### config.mk
export PLATFORM = sky130hd
export DESIGN_NAME = first_fit_block_allocator_top
export DESIGN_NICKNAME = d
export VERILOG_FILES = /design/src/ffba_pkg.sv /design/src/ffba_rem.sv /design/src/ffba_datapath.sv /design/src/ffba_ctrl.sv /design/src/first_fit_block_allocator_top.sv
export SDC_FILE = /design/constraint.sdc
export NUM_CORES = 2
export LEC_CHECK = 0
export ABC_CLOCK_PERIOD_IN_PS = 7350
export BUFFER_PORTS_ARGS = -buffer_cell sky130_fd_sc_hd__clkbuf_2
export CORE_MARGIN = 3
export CORE_UTILIZATION = 40
export DETAILED_ROUTE_END_ITERATION = 6
export GPL_ROUTABILITY_DRIVEN = 0
export GPL_TIMING_DRIVEN = 0
export PLACE_DENSITY = 0.56
export SYNTH_ARGS = -nofsm -noshare
export SYNTH_HDL_FRONTEND = slang
export SYNTH_SLANG_ARGS = --single-unit
### constraint.sdc
create_clock -name clk -period 7.35 [get_ports clk]
set_input_delay 0.3675 -clock clk [delete_from_list [all_inputs] [get_ports clk]]
set_output_delay 0.3675 -clock clk [all_outputs]
set_load 0.03 [all_outputs]
### src/ffba_pkg.sv
`timescale 1ns / 1ps
`default_nettype none
// ----------------------------------------------------------------------------
// ffba_pkg
// shared types and constants of the first-fit block allocator
// ----------------------------------------------------------------------------
package ffba_pkg;

  localparam int MAX_BLOCKS       = 64;
  localparam int HEADER_BYTES     = 32;
  localparam int PREAMBLE_BYTES   = 64;
  localparam int REGION_BYTES_MAX = 65536;

  localparam int IDX_W = $clog2(MAX_BLOCKS);
  localparam int CNT_W = $clog2(MAX_BLOCKS + 1);
  localparam int OFF_W = 17;

  localparam logic [OFF_W-1:0] HDR_OFF = OFF_W'(HEADER_BYTES);
  localparam logic [OFF_W-1:0] PRE_OFF = OFF_W'(PREAMBLE_BYTES);
  localparam logic [OFF_W-1:0] MIN_REGION = OFF_W'(PREAMBLE_BYTES + HEADER_BYTES);
  localparam logic [OFF_W-1:0] REGION_MAX = OFF_W'(REGION_BYTES_MAX);
  localparam logic [CNT_W-1:0] CNT_MAX = CNT_W'(MAX_BLOCKS);

  localparam logic       KIND_ALLOC = 1'b0;
  localparam logic       KIND_FREE  = 1'b1;

  localparam logic [1:0] ST_OK        = 2'd0;
  localparam logic [1:0] ST_NO_SPACE  = 2'd1;
  localparam logic [1:0] ST_NOT_FOUND = 2'd2;

  localparam logic       REG_BASE   = 1'b0;
  localparam logic       REG_REGION = 1'b1;

  typedef struct packed {
    logic             kind;
    logic [16:0]      request_length;
    logic [12:0]      alignment;
    logic [31:0]      address;
  } ffba_in_t;

  typedef struct packed {
    logic [31:0]      address_out;
    logic [1:0]       status;
  } ffba_out_t;

  typedef struct packed {
    logic [OFF_W-1:0] hdr;
    logic [OFF_W-1:0] len;
    logic             used;
  } ffba_entry_t;

  typedef struct packed {
    logic load;
    logic latch;
    logic latch_nxt;
    logic inc_idx;
    logic rd_next;
    logic rem_start;
    logic gap_latch;
    logic plan_alloc;
    logic plan_free;
    logic shift_step;
    logic wr_step;
    logic commit;
    logic fail;
  } ffba_cmd_t;

  typedef struct packed {
    logic idx_end;
    logic used;
    logic contains;
    logic has_next;
    logic kind;
    logic rem_done;
    logic fit;
    logic shift_idle;
    logic wr_last;
  } ffba_sts_t;

endpackage
`default_nettype wire

### src/ffba_rem.sv
`timescale 1ns / 1ps
`default_nettype none
// ----------------------------------------------------------------------------
// ffba_rem
// bit-serial restoring remainder, one dividend bit per cycle
// ----------------------------------------------------------------------------
module ffba_rem import ffba_pkg::*; (
  input  wire logic        clk,
  input  wire logic        rst_n,
  input  wire logic        start,
  input  wire logic [31:0] dividend,
  input  wire logic [12:0] divisor,
  output logic             done,
  output logic [12:0]      rem
);

  logic [31:0] dvd_r;
  logic [12:0] d_r;
  logic [12:0] r_r;
  logic [5:0]  cnt_r;
  logic        run_r;
  logic        done_r;
  logic [13:0] t;
  logic [13:0] t_sub;

  assign t     = {r_r, dvd_r[31]};
  assign t_sub = t - {1'b0, d_r};

  always_ff @(posedge clk) begin
    if (!rst_n) begin
      run_r  <= 1'b0;
      done_r <= 1'b0;
      cnt_r  <= '0;
    end else begin
      done_r <= 1'b0;
      if (start) begin
        dvd_r <= dividend;
        d_r   <= divisor;
        r_r   <= '0;
        cnt_r <= 6'd32;
        run_r <= 1'b1;
      end else if (run_r) begin
        r_r   <= (t >= {1'b0, d_r}) ? t_sub[12:0] : t[12:0];
        dvd_r <= {dvd_r[30:0], 1'b0};
        cnt_r <= cnt_r - 6'd1;
        if (cnt_r == 6'd1) begin
          run_r  <= 1'b0;
          done_r <= 1'b1;
        end
      end
    end
  end

  assign done = done_r;
  assign rem  = r_r;

endmodule
`default_nettype wire

### src/ffba_datapath.sv
`timescale 1ns / 1ps
`default_nettype none
// ----------------------------------------------------------------------------
// ffba_datapath
// block table memory, scan index, split and merge arithmetic, shift engine
// ----------------------------------------------------------------------------
module ffba_datapath import ffba_pkg::*; (
  input  wire logic        clk,
  input  wire logic        rst_n,
  input  wire logic        cfg_we,
  input  wire logic        cfg_index,
  input  wire logic [31:0] cfg_wdata,
  input  wire ffba_in_t    in_data,
  input  wire ffba_cmd_t   cmd,
  output ffba_sts_t        sts,
  output ffba_out_t        out_data
);

  ffba_entry_t mem [MAX_BLOCKS];
  ffba_entry_t mem_q_r;
  logic        rd0_r;

  logic [31:0]      base_r;
  logic [OFF_W-1:0] region_r;
  logic [CNT_W-1:0] cnt_r;
  logic             stale_r;
  ffba_in_t         req_r;
  logic [12:0]      al_r;
  logic [CNT_W-1:0] idx_r;
  ffba_entry_t      ent_r, prv_r, nxt_r;
  logic [12:0]      gap_r;
  ffba_entry_t      w_r [3];
  logic [1:0]       wcnt_r, wi_r;
  logic [IDX_W-1:0] wadr_r;
  logic [CNT_W-1:0] cnt_new_r;
  ffba_out_t        res_r;
  logic [CNT_W-1:0] sp_r, stop_r;
  logic [1:0]       sh_r;
  logic             up_r;
  logic             pend_v_r;
  logic [IDX_W-1:0] pend_a_r;

  ffba_entry_t      init_ent, rdata;
  logic [OFF_W-1:0] region_new;
  logic [IDX_W-1:0] ra;
  logic             we;
  logic [IDX_W-1:0] wa;
  ffba_entry_t      wd;
  logic             more;
  logic             rem_done;
  logic [12:0]      rem;
  logic [31:0]      off, d32, rd_absd;
  logic [OFF_W-1:0] rd_data;

  // alloc plan
  logic [OFF_W-1:0] data_e, avail, start_o, gap17, req17;
  logic [OFF_W:0]   req_h;
  logic             gs, ts, fit;
  logic [CNT_W-1:0] cnt1;
  logic [1:0]       n_ins;
  ffba_entry_t      a_w0, a_w1, a_tail;

  // free plan
  logic             pf, nf;
  ffba_entry_t      f_m;
  logic [CNT_W-1:0] f_wa;
  logic [1:0]       f_s;

  assign init_ent.hdr  = PRE_OFF;
  assign init_ent.len  = region_r - MIN_REGION;
  assign init_ent.used = 1'b0;
  assign rdata = rd0_r ? init_ent : mem_q_r;

  assign region_new = (cfg_wdata[16:0] > REGION_MAX) ? REGION_MAX : cfg_wdata[16:0];

  // shift engine
  assign more = up_r ? (sp_r != stop_r) : (sp_r < cnt_r);

  always_comb begin
    if (cmd.rd_next) begin
      ra = IDX_W'(idx_r + CNT_W'(1));
    end else if (cmd.shift_step && more) begin
      ra = sp_r[IDX_W-1:0];
    end else begin
      ra = idx_r[IDX_W-1:0];
    end
  end

  always_comb begin
    we = 1'b0;
    wa = pend_a_r;
    wd = rdata;
    if (pend_v_r) begin
      we = 1'b1;
    end else if (cmd.wr_step) begin
      we = 1'b1;
      wa = wadr_r + IDX_W'(wi_r);
      wd = w_r[wi_r];
    end
  end

  always_ff @(posedge clk) begin
    if (we) begin
      mem[wa] <= wd;
    end
    mem_q_r <= mem[ra];
  end

  // containment test for free, alignment remainder for alloc
  assign rd_data = rdata.hdr + HDR_OFF;
  assign d32     = {15'd0, rd_data};
  assign off     = req_r.address - base_r;
  assign rd_absd = base_r + {15'd0, rd_data};

  ffba_rem u_rem (
    .clk      (clk),
    .rst_n    (rst_n),
    .start    (cmd.rem_start),
    .dividend (rd_absd),
    .divisor  (al_r),
    .done     (rem_done),
    .rem      (rem)
  );

  always_comb begin
    gap17   = {4'd0, gap_r};
    req17   = req_r.request_length;
    data_e  = ent_r.hdr + HDR_OFF;
    avail   = ent_r.len - gap17;
    fit     = (gap17 <= ent_r.len) && (avail >= req17);
    gs      = (gap17 > HDR_OFF) && (cnt_r < CNT_MAX);
    cnt1    = cnt_r + CNT_W'(gs);
    req_h   = {1'b0, req17} + {1'b0, HDR_OFF};
    ts      = ({1'b0, avail} > req_h) && (cnt1 < CNT_MAX);
    start_o = data_e + gap17;
    n_ins   = {1'b0, gs} + {1'b0, ts};
    a_tail.hdr  = start_o + req17;
    a_tail.len  = avail - req17 - HDR_OFF;
    a_tail.used = 1'b0;
    if (gs) begin
      a_w0.hdr  = ent_r.hdr;
      a_w0.len  = gap17 - HDR_OFF;
      a_w0.used = 1'b0;
      a_w1.hdr  = start_o - HDR_OFF;
      a_w1.len  = ts ? req17 : avail;
      a_w1.used = 1'b1;
    end else begin
      a_w0.hdr  = ent_r.hdr;
      a_w0.len  = ts ? (gap17 + req17) : ent_r.len;
      a_w0.used = 1'b1;
      a_w1      = a_tail;
    end
  end

  always_comb begin
    pf = !prv_r.used;
    nf = sts.has_next && !nxt_r.used;
    f_m.used = 1'b0;
    if (pf && nf) begin
      f_m.hdr = prv_r.hdr;
      f_m.len = prv_r.len + ent_r.len + nxt_r.len + HDR_OFF + HDR_OFF;
      f_wa    = idx_r - CNT_W'(1);
      f_s     = 2'd2;
    end else if (pf) begin
      f_m.hdr = prv_r.hdr;
      f_m.len = prv_r.len + ent_r.len + HDR_OFF;
      f_wa    = idx_r - CNT_W'(1);
      f_s     = 2'd1;
    end else if (nf) begin
      f_m.hdr = ent_r.hdr;
      f_m.len = ent_r.len + nxt_r.len + HDR_OFF;
      f_wa    = idx_r;
      f_s     = 2'd1;
    end else begin
      f_m.hdr = ent_r.hdr;
      f_m.len = ent_r.len;
      f_wa    = idx_r;
      f_s     = 2'd0;
    end
  end

  always_ff @(posedge clk) begin
    if (!rst_n) begin
      base_r   <= '0;
      region_r <= REGION_MAX;
      cnt_r    <= CNT_W'(1);
      stale_r  <= 1'b1;
      pend_v_r <= 1'b0;
      rd0_r    <= 1'b0;
    end else begin
      rd0_r    <= stale_r && (ra == '0);
      pend_v_r <= cmd.shift_step && more;
      if (we && wa == '0) begin
        stale_r <= 1'b0;
      end
      if (cfg_we) begin
        stale_r <= 1'b1;
        if (cfg_index == REG_BASE) begin
          base_r <= cfg_wdata;
          cnt_r  <= CNT_W'(region_r >= MIN_REGION);
        end else begin
          region_r <= region_new;
          cnt_r    <= CNT_W'(region_new >= MIN_REGION);
        end
      end else if (cmd.commit) begin
        cnt_r <= cnt_new_r;
      end
    end
  end

  always_ff @(posedge clk) begin
    if (cmd.load) begin
      req_r        <= in_data;
      al_r         <= (in_data.alignment == '0) ? 13'd1 : in_data.alignment;
      idx_r        <= '0;
      ent_r.used   <= 1'b1;
    end
    if (cmd.latch) begin
      prv_r <= ent_r;
      ent_r <= rdata;
    end
    if (cmd.latch_nxt) begin
      nxt_r <= rdata;
    end
    if (cmd.inc_idx) begin
      idx_r <= idx_r + CNT_W'(1);
    end
    if (cmd.gap_latch) begin
      gap_r <= (rem == '0) ? 13'd0 : (al_r - rem);
    end
    if (cmd.fail) begin
      res_r.address_out <= '0;
      res_r.status      <= (req_r.kind == KIND_ALLOC) ? ST_NO_SPACE : ST_NOT_FOUND;
    end
    if (cmd.plan_alloc) begin
      w_r[0]    <= a_w0;
      w_r[1]    <= a_w1;
      w_r[2]    <= a_tail;
      wcnt_r    <= n_ins + 2'd1;
      wi_r      <= '0;
      wadr_r    <= idx_r[IDX_W-1:0];
      cnt_new_r <= cnt_r + CNT_W'(n_ins);
      up_r      <= 1'b1;
      sh_r      <= n_ins;
      stop_r    <= idx_r;
      sp_r      <= (n_ins == 2'd0) ? idx_r : (cnt_r - CNT_W'(1));
      res_r.address_out <= base_r + {15'd0, start_o};
      res_r.status      <= ST_OK;
    end
    if (cmd.plan_free) begin
      w_r[0]    <= f_m;
      wcnt_r    <= 2'd1;
      wi_r      <= '0;
      wadr_r    <= f_wa[IDX_W-1:0];
      cnt_new_r <= cnt_r - CNT_W'(f_s);
      up_r      <= 1'b0;
      sh_r      <= f_s;
      sp_r      <= (f_s == 2'd0) ? cnt_r : (f_wa + CNT_W'(1) + CNT_W'(f_s));
      res_r.address_out <= '0;
      res_r.status      <= ST_OK;
    end
    if (cmd.shift_step && more) begin
      sp_r     <= up_r ? (sp_r - CNT_W'(1)) : (sp_r + CNT_W'(1));
      pend_a_r <= up_r ? IDX_W'(sp_r + CNT_W'(sh_r)) : IDX_W'(sp_r - CNT_W'(sh_r));
    end
    if (cmd.wr_step) begin
      wi_r <= wi_r + 2'd1;
    end
  end

  assign sts.idx_end    = idx_r >= cnt_r;
  assign sts.used       = rdata.used;
  assign sts.contains   = (off >= d32) && ((off - d32) < {15'd0, rdata.len});
  assign sts.has_next   = (idx_r + CNT_W'(1)) < cnt_r;
  assign sts.kind       = req_r.kind;
  assign sts.rem_done   = rem_done;
  assign sts.fit        = fit;
  assign sts.shift_idle = !more && !pend_v_r;
  assign sts.wr_last    = wi_r == (wcnt_r - 2'd1);

  assign out_data = res_r;

endmodule
`default_nettype wire

### src/ffba_ctrl.sv
`timescale 1ns / 1ps
`default_nettype none
// ----------------------------------------------------------------------------
// ffba_ctrl
// request sequencer: table scan, fit check, shift and write-back
// ----------------------------------------------------------------------------
module ffba_ctrl import ffba_pkg::*; (
  input  wire logic      clk,
  input  wire logic      rst_n,
  input  wire logic      start,
  input  wire ffba_sts_t sts,
  output ffba_cmd_t      cmd,
  output logic           busy,
  output logic           out_valid
);

  typedef enum logic [3:0] {
    S_IDLE, S_RD, S_EV, S_DIV, S_CHK, S_NXT, S_FPLAN, S_SHIFT, S_WRITE, S_DONE
  } state_t;

  state_t state_r, state_nxt;

  always_comb begin
    cmd       = '0;
    state_nxt = state_r;
    case (state_r)
      S_IDLE: begin
        if (start) begin
          cmd.load  = 1'b1;
          state_nxt = S_RD;
        end
      end
      S_RD: begin
        if (sts.idx_end) begin
          cmd.fail  = 1'b1;
          state_nxt = S_DONE;
        end else begin
          state_nxt = S_EV;
        end
      end
      S_EV: begin
        cmd.latch = 1'b1;
        if (sts.kind == KIND_ALLOC) begin
          if (sts.used) begin
            cmd.inc_idx = 1'b1;
            state_nxt   = S_RD;
          end else begin
            cmd.rem_start = 1'b1;
            state_nxt     = S_DIV;
          end
        end else if (sts.used && sts.contains) begin
          if (sts.has_next) begin
            cmd.rd_next = 1'b1;
            state_nxt   = S_NXT;
          end else begin
            state_nxt = S_FPLAN;
          end
        end else begin
          cmd.inc_idx = 1'b1;
          state_nxt   = S_RD;
        end
      end
      S_DIV: begin
        if (sts.rem_done) begin
          cmd.gap_latch = 1'b1;
          state_nxt     = S_CHK;
        end
      end
      S_CHK: begin
        if (sts.fit) begin
          cmd.plan_alloc = 1'b1;
          state_nxt      = S_SHIFT;
        end else begin
          cmd.inc_idx = 1'b1;
          state_nxt   = S_RD;
        end
      end
      S_NXT: begin
        cmd.latch_nxt = 1'b1;
        state_nxt     = S_FPLAN;
      end
      S_FPLAN: begin
        cmd.plan_free = 1'b1;
        state_nxt     = S_SHIFT;
      end
      S_SHIFT: begin
        if (sts.shift_idle) begin
          state_nxt = S_WRITE;
        end else begin
          cmd.shift_step = 1'b1;
        end
      end
      S_WRITE: begin
        cmd.wr_step = 1'b1;
        if (sts.wr_last) begin
          cmd.commit = 1'b1;
          state_nxt  = S_DONE;
        end
      end
      S_DONE: begin
        state_nxt = S_IDLE;
      end
      default: begin
        state_nxt = S_IDLE;
      end
    endcase
  end

  always_ff @(posedge clk) begin
    if (!rst_n) begin
      state_r <= S_IDLE;
    end else begin
      state_r <= state_nxt;
    end
  end

  assign busy      = state_r != S_IDLE;
  assign out_valid = state_r == S_DONE;

endmodule
`default_nettype wire

### src/first_fit_block_allocator_top.sv
`timescale 1ns / 1ps
`default_nettype none
// ----------------------------------------------------------------------------
// first_fit_block_allocator_top
// first-fit allocator over an address-ordered block table with coalescing
// ----------------------------------------------------------------------------
// flow: each entry is read (S_RD), evaluated (S_EV); a free block tested for fit runs
//   the 32-step serial remainder (S_DIV) and a fit check (S_CHK); a hit then
//   shifts moved entries, does 1 to 3 writes (free: plan, shift, 1 write), then S_DONE
// requests: one request at a time, start is taken only while busy is low
// results: one out_valid pulse per request, a miss ends when the scan passes the last entry
// reset: synchronous active low, table holds one free block spanning region
module first_fit_block_allocator_top import ffba_pkg::*; (
  input  wire logic        clk,
  input  wire logic        rst_n,
  input  wire logic        cfg_we,
  input  wire logic        cfg_index,
  input  wire logic [31:0] cfg_wdata,
  input  wire logic        start,
  output logic             busy,
  input  wire ffba_in_t    in_data,
  output logic             out_valid,
  output ffba_out_t        out_data
);

  ffba_cmd_t cmd;
  ffba_sts_t sts;

  ffba_ctrl u_ctrl (
    .clk       (clk),
    .rst_n     (rst_n),
    .start     (start),
    .sts       (sts),
    .cmd       (cmd),
    .busy      (busy),
    .out_valid (out_valid)
  );

  ffba_datapath u_dp (
    .clk       (clk),
    .rst_n     (rst_n),
    .cfg_we    (cfg_we),
    .cfg_index (cfg_index),
    .cfg_wdata (cfg_wdata),
    .in_data   (in_data),
    .cmd       (cmd),
    .sts       (sts),
    .out_data  (out_data)
  );

endmodule
`default_nettype wire

; After elaboration in Yosys (flattened, before gate mapping)
; Memories as Yosys holds them, arrays and structs flattened. A register that Yosys moved wholly into a read port is not among the register bits.
; Cells that the tools add are included.
[classes]
add_sub_neg = 43
magnitude_cmp = 15
eq_ne = 16
mux = 104
bitwise = 4
reduce_logical = 40
[op_table]
columns = operator, n
row1 = two-way mux 35 bit, 5
row2 = two-way mux 34 bit, 4
row3 = "adder 17 x 6 -> 17 bit, second input constant", 6
row4 = two-way mux 7 bit, 14
row5 = adder 17 bit, 4
row6 = two-way mux 17 bit, 4
row7 = adder 32 x 17 -> 32 bit, 2
row8 = two-way mux 32 bit, 2
row9 = two-way mux 6 bit, 9
row10 = two-way mux 1 bit, 40
row11 = one-hot mux 4 bit (9 select lines), 1
row12 = "greater-or-equal comparator 17 x 7 -> 1 bit, second input constant", 2
row13 = "subtractor 17 x 6 -> 17 bit, second input constant", 2
row14 = greater-or-equal comparator 32 x 17 -> 1 bit, 1
row15 = less-than comparator 32 x 17 -> 1 bit, 1
row16 = subtractor 32 x 17 -> 32 bit, 1
row17 = subtractor 32 bit, 1
row18 = two-way mux 4 bit, 7
row19 = zero test 13 bit, 2
row20 = two-way mux 13 bit, 2
row21 = two-way mux 2 bit, 13
row22 = subtractor 13 bit, 2
row23 = "adder 7 x 1 -> 7 bit, second input constant", 3
row24 = "subtractor 7 x 1 -> 7 bit, second input constant", 3
row25 = other kinds (51), 91
[totals]
regBits = 374
ram_bits = 2345
inputBits = 100
out_inout_bits = 36
elab_cells = 263
n_memories = 2
[mem_list]
columns = memory, words, word_bits, rd, rd_clocked_by_memory_dff, write_ports, line
row1 = u_dp.mem, 64, 35, 1, 1, 1, ffba_datapath.sv:19  ; ffba_entry_t mem [MAX_BLOCKS];
row2 = u_dp.w_r, 3, 35, 1, 1, 3, ffba_datapath.sv:32  ; ffba_entry_t w_r [3];

; Logic depth before layout (Yosys ltp)
[logic_depth]
word_depth = 13
ltp_mapped = 40
depth_no_buf = 36

; Cells and area by module
; Synthesis repeated with hierarchy kept, for this count alone.
[hier_totals]
hier_cells = 10240
area_unflattened_um2 = 125841.9
[by_module_without_submodules]
columns = mod, instances, cells_per_inst, area_per_inst_um2, seq_area_each_um2
row1 = ffba_datapath, 1, 9919, 122029.5, 79286.0
row2 = ffba_rem, 1, 253, 3329.4, 1901.8
row3 = ffba_ctrl, 1, 68, 483.0, 80.1

; Least setup slack after synthesis
; OpenSTA, ideal clock, no wires.
[synth_path]
path_type = flip-flop to flip-flop
startpoint = register u_dp.gap_r[1]
endpoint = register u_dp.wcnt_r[1]
setup_time_ns = 0.250
arrival_ns = 6.864
required_time_ns = 7.100
path_slack_ns = 0.237
stages_incl_launch_ff = 29
path_buffers = 2
synth_period_minus_slack_ns = 7.113
cell_sequence = edfxtp_1 inv_1 ha_1 nor2b_1 o21ai_0 a21boi_0 o21ai_0 a21boi_0 o21ai_0 a21boi_0 o21ai_0 a21boi_0 o21ai_0 a21boi_0 o21ai_0 nand2b_1 nor3_1 xnor2_1 ha_1 nand4_1 nor3_1 a31oi_1 o211ai_1 o211ai_1 nand2b_1 clkbuf_1 inv_1 clkbuf_1 a211oi_1
[synth_rtl]
columns = element, line
row1 = "start, declared", ffba_datapath.sv:31  ; logic [12:0] gap_r;
row2 = "start signal, assigned", ffba_datapath.sv:229  ; gap_r <= (rem == '0) ? 13'd0 : (al_r - rem);
row3 = "end signal, assigned", ffba_datapath.sv:239  ; wcnt_r <= n_ins + 2'd1;
row4 = "end, declared", ffba_datapath.sv:33  ; logic [1:0] wcnt_r, wi_r;

; Worst setup path in the final report
[layout_path]
startpoint = register u_dp.req_r[1] (netlist name)
endpoint = register, netlist name u_dp.mem_q_r[6]
[layout_between]
elab_chain_cells = 9
elab_cells_between_ends = 10
cone_classes = 2 x add/sub / 2 x order compare / 4 x mux / 2 x reduce/logical
[layout_lines]
columns = element, line
row1 = "start, declared", ffba_datapath.sv:27  ; ffba_in_t req_r;
row2 = "start signal, assigned", ffba_datapath.sv:213  ; req_r <= in_data;
row3 = subtractor 32 bit *, ffba_datapath.sv:112  ; assign off = req_r.address - base_r;
row4 = subtractor 32 x 17 -> 32 bit, ffba_datapath.sv:273  ; assign sts.contains = (off >= d32) && ((off - d32) < {15'd0, rdata.len});
row5 = less-than comparator 32 x 17 -> 1 bit, ffba_datapath.sv:273
row6 = logical AND 1 bit *, ffba_datapath.sv:273
row7 = logical AND 1 bit *, ffba_ctrl.sv:51  ; end else if (sts.used && sts.contains) begin
row8 = two-way mux 1 bit *, ffba_ctrl.sv:51
row9 = two-way mux 1 bit *, ffba_ctrl.sv:43  ; if (sts.kind == KIND_ALLOC) begin
row10 = two-way mux 2 bit *, ffba_ctrl.sv:26  ; case (state_r)
row11 = two-way mux 6 bit *, ffba_datapath.sv:80  ; if (cmd.rd_next) begin
; Mark *: on every way between the ends. The rest lies on a longest branch, timed or not.
; A chain may end at the register's enable or synchronous reset.

==> results.sh <==
export IMPL_path_depth=39
export IMPL_rrSetupSlack_ns=-1.49
export IMPL_cts_buffers=301
export IMPL_worst_slack_ns=-1.49
export IMPL_max_slew_margin_pct=6.55
export IMPL_dpl_hpwl_um=336000
export IMPL_syn_inst=9836
export IMPL_cts_root_buf="clkbuf_16"
export IMPL_drv_slew=0
export IMPL_fin_skew_ns=0.0592
export IMPL_maxCapViolations=0
export IMPL_grt_pass1_vias=86400
export IMPL_cellPowerDensity_mw_per_mm2=362
export IMPL_status="complete, but fails checks"
export IMPL_hold_violations=0
export IMPL_synthTopCellsByArea="edfxtp_1 (63%), nand2_1 (5.2%), ha_1 (3.9%), dfxtp_1 (2.4%), a211oi_1 (2.2%)"
export IMPL_first_iter_violations=13000
export IMPL_drive_above_1_share_pct=18.9
export IMPL_grt_pass1_wl_um=652000
export IMPL_violations="design-rule violations, negative setup slack"
export IMPL_synth_async_reset_ratio_pct=0
export IMPL_hold_ws_ns=0.177
export IMPL_cp_max_fo=11
export IMPL_crit_family="compound AO/OA/AOI/OAI gates"
export IMPL_ir_drop_uv=277
export IMPL_synthMuxAreaShare_pct=2.51
export IMPL_syn_mean_instance_area_um2=12.6
export IMPL_synth_top_area_share_pct=63.5
export IMPL_synth_ff_type="edfxtp_1"
export IMPL_first_pass_iters=7
export IMPL_required_ns=8.01
export IMPL_track_usage_pct=28.9
export IMPL_cts_max_level=5
export IMPL_synth_xor_area_share_pct=2.26
export IMPL_regToRegEndpoint="u_dp.mem_q_r[6]$_DFF_P_"
export IMPL_num_vias=91100
export IMPL_p_leak_nw=55.0
export IMPL_worst_pin_slew_ns=1.40
export IMPL_slowest_stage="edfxtp_1"
export IMPL_worst_r2r_startpoint="u_dp.req_r[1]$_DFFE_PP_"
export IMPL_cp_start_kind="register"
export IMPL_routed_wl_um=474000
export IMPL_synth_seq_cells=2755
export IMPL_clkSinkCount=2755
export IMPL_path_buf_inv=9
export IMPL_min_path_cells=2
export IMPL_nets=11200
export IMPL_rr_worst_depth=39
export IMPL_multi_input_area_mm2=0.0443
export IMPL_endpoint_kind="register"
export IMPL_min_from="in_data[3]"
export IMPL_netlist_area_mm2=0.123
export IMPL_syn_nets=10300
export IMPL_synth_top_family_by_area="simple AND/OR/NAND/NOR gates"
export IMPL_grt_ovfl_total=0
export IMPL_clock_fmax_mhz=113
export IMPL_vias_per_cell=6.03
export IMPL_synth_edf_count=2609
export IMPL_synth_commonest_cells="edfxtp_1 (2609), nand2_1 (1697), a21oi_1 (455)"
export IMPL_yosys_warnings=0
export IMPL_yosysMostFrequentCell="edfxtp_1"
export IMPL_synth_simple_area_share_pct=11.5
export IMPL_antenna_left=0
export IMPL_clk_pin_slew_ns=0.06
export IMPL_hold_end="u_dp.req_r[3]$_DFFE_PP_"
export IMPL_cts_tree="built"
export IMPL_fillers=26000
export IMPL_io_pins=136
export IMPL_core_mm2=0.307
export IMPL_start_util_pct=40.3
export IMPL_grt_setup_unrepaired="yes"
export IMPL_critPathMostFrequentCell="buf_4"
export IMPL_finalSetupViolations=36
export IMPL_yosysUniqueCellTypes=84
export IMPL_path_class="register to register"
export IMPL_rows=203
export IMPL_clk_path_buf_depth=4
export IMPL_antenna_found_initial=35
export IMPL_die_area_mm2=0.315
export IMPL_period_needed_ns=8.84
export IMPL_wl_per_cell_um=31.4
export IMPL_fin_util_pct=50.2
export IMPL_dp_slack_ns=-5.58
export IMPL_crit_arrival_ns=9.50
export IMPL_fp_dieW_um=562
export IMPL_grt_start_max_net_pins=64
export IMPL_synthAdderAreaFrac_pct=4.23
export IMPL_max_stage_delay_ns=0.46
export IMPL_drc=1
export IMPL_clock_latency_ns=0.93
export IMPL_area_delta_synth_final_pct=24.7
export IMPL_synth_compound_area_share_pct=10.8
export IMPL_ys_seq_area_share_pct=65.8
export IMPL_die_h_um=562
export IMPL_port_buffers=134
export IMPL_fin_crit_sh_pct=120
export IMPL_register_area_mm2=0.0813
export IMPL_min_path_type="input pin to register"
export IMPL_synth_top_area_cell="edfxtp_1"
[registers in the layout, indices dropped and copies added, names as in the netlist, 17 cells and up, named ones only]
register and cells:
u_dp.base_r 32, u_dp.region_r 17, u_dp.u_rem.dvd_r 32, u_dp.mem 2240, u_dp.ent_r 35, u_dp.w_r 104, u_dp.req_r 32, u_dp.prv_r 35
u_dp.req17 17, u_dp.nxt_r 18, u_dp.out_data 34, u_dp.mem_q_r 35
[worst max-delay path by stage]
stage	from	slack [ns]	end
2_1_floorplan	u_dp.gap_r[1]$_SDFFCE_PN0P_	0.24	u_dp.wcnt_r[1]$_SDFFE_PP0P_
3_3_place_gp	u_dp.base_r[1]$_SDFFE_PN0P_	-5.96	u_dp.mem_q_r[19]$_DFF_P_
3_5_place_dp	u_dp.base_r[1]$_SDFFE_PN0P_	-5.58	u_dp.mem_q_r[6]$_DFF_P_
4_1_cts	u_dp.req_r[0]$_DFFE_PP_	-1.30	u_dp.mem_q_r[20]$_DFF_P_
5_1_grt	u_dp.base_r[7]$_SDFFE_PN0P_	-1.60	u_dp.mem_q_r[6]$_DFF_P_
6_report	u_dp.req_r[1]$_DFFE_PP_	-1.49	u_dp.mem_q_r[6]$_DFF_P_
[through the flow]
| stage | instance area (µm²) | instances | power [mW] | TNS (ns) |
|---|---|---|---|---|
| after floorplan | 123000 | 9836 | 28.9 | 0 |
| after global placement | 129000 | 14100 | 36.6 | -6264.91 |
| after detailed placement | 133000 | 14200 | 37.2 | -199.31 |
| after CTS | 151000 | 15000 | 54.3 | -42.10 |
| after global routing | 154000 | 15100 | 57.1 | -51.31 |
| final | 154000 | 15100 | 55.7 | -45.75 |
[where the power goes]
group | leakage [nW] | switching, mW | internal (mW)
registers | 24.6 | 0.304 | 20.0
logic | 25.8 | 13.8 | 6.68
clock network | 4.62 | 6.45 | 8.43
total | 55.0 | 20.6 | 35.1
[layout make-up]
type | count | share of cell area [%]
Multi-Input combinational cell | 6201 | 28.8
Clock buffer | 383 | 5.20
Timing Repair Buffer | 612 | 4.67
Antenna cell | 24 | 0.0390
Inverter | 325 | 0.798
Buffer | 545 | 3.39
Sequential cell | 2755 | 52.8
Clock inverter | 162 | 0.962
Tap cell | 4100 | 3.33
[cell families after synthesis]
group | after synthesis
compound gates | 1993
xor+xnor | 319
fa+ha+maj | 404
buf+inv | 880
flops | 2755
mux | 305
simple gates | 3180
[cell usage in the layout (no fill, tap or decap), drive strengths merged, types with 336 or more instances in the layout]
cell type and instances:
a211oi 368, nand3 360, nor2 414, edfxtp 2609, nand2 1698, inv 336
buf 587, ha 381, a21oi 455, clkbuf 852
[routing by layer]
| metal | track usage [%] | vias to the layer above | wire length, µm |
|---|---|---|---|
| met5 | 0 | - | 56 |
| met4 | 17.3 | 8 | 34000 |
| met3 | 6.87 | 1193 | 52000 |
| met2 | 44.3 | 5738 | 210000 |
| met1 | 37.2 | 45400 | 179000 |
| li1 | - | 38700 | - |
[worst register-to-register path, delay by kind of cell (launching register included)]
family	cells	cell delay (ns)
buf+inv	9	1.71
fa+ha+maj	3	0.90
simple gates	10	1.95
compound gates	15	3.29
flops	1	0.46
xor+xnor	2	0.28
[timing repair]
| item | CTS | global route |
|---|---|---|
| endpoints found under the hold margin | 114 | 0 |
| pin swaps | 140 | 129 |
| endpoints found under the setup margin | 79 | 151 |
| gates cloned | 9 | 7 |
| gates resized for setup | 1488 | 379 |
| hold buffers | 100 | 0 |
| buffers inserted | 106 | 99 |
Note: power is estimated with default switching activity, not from simulation.
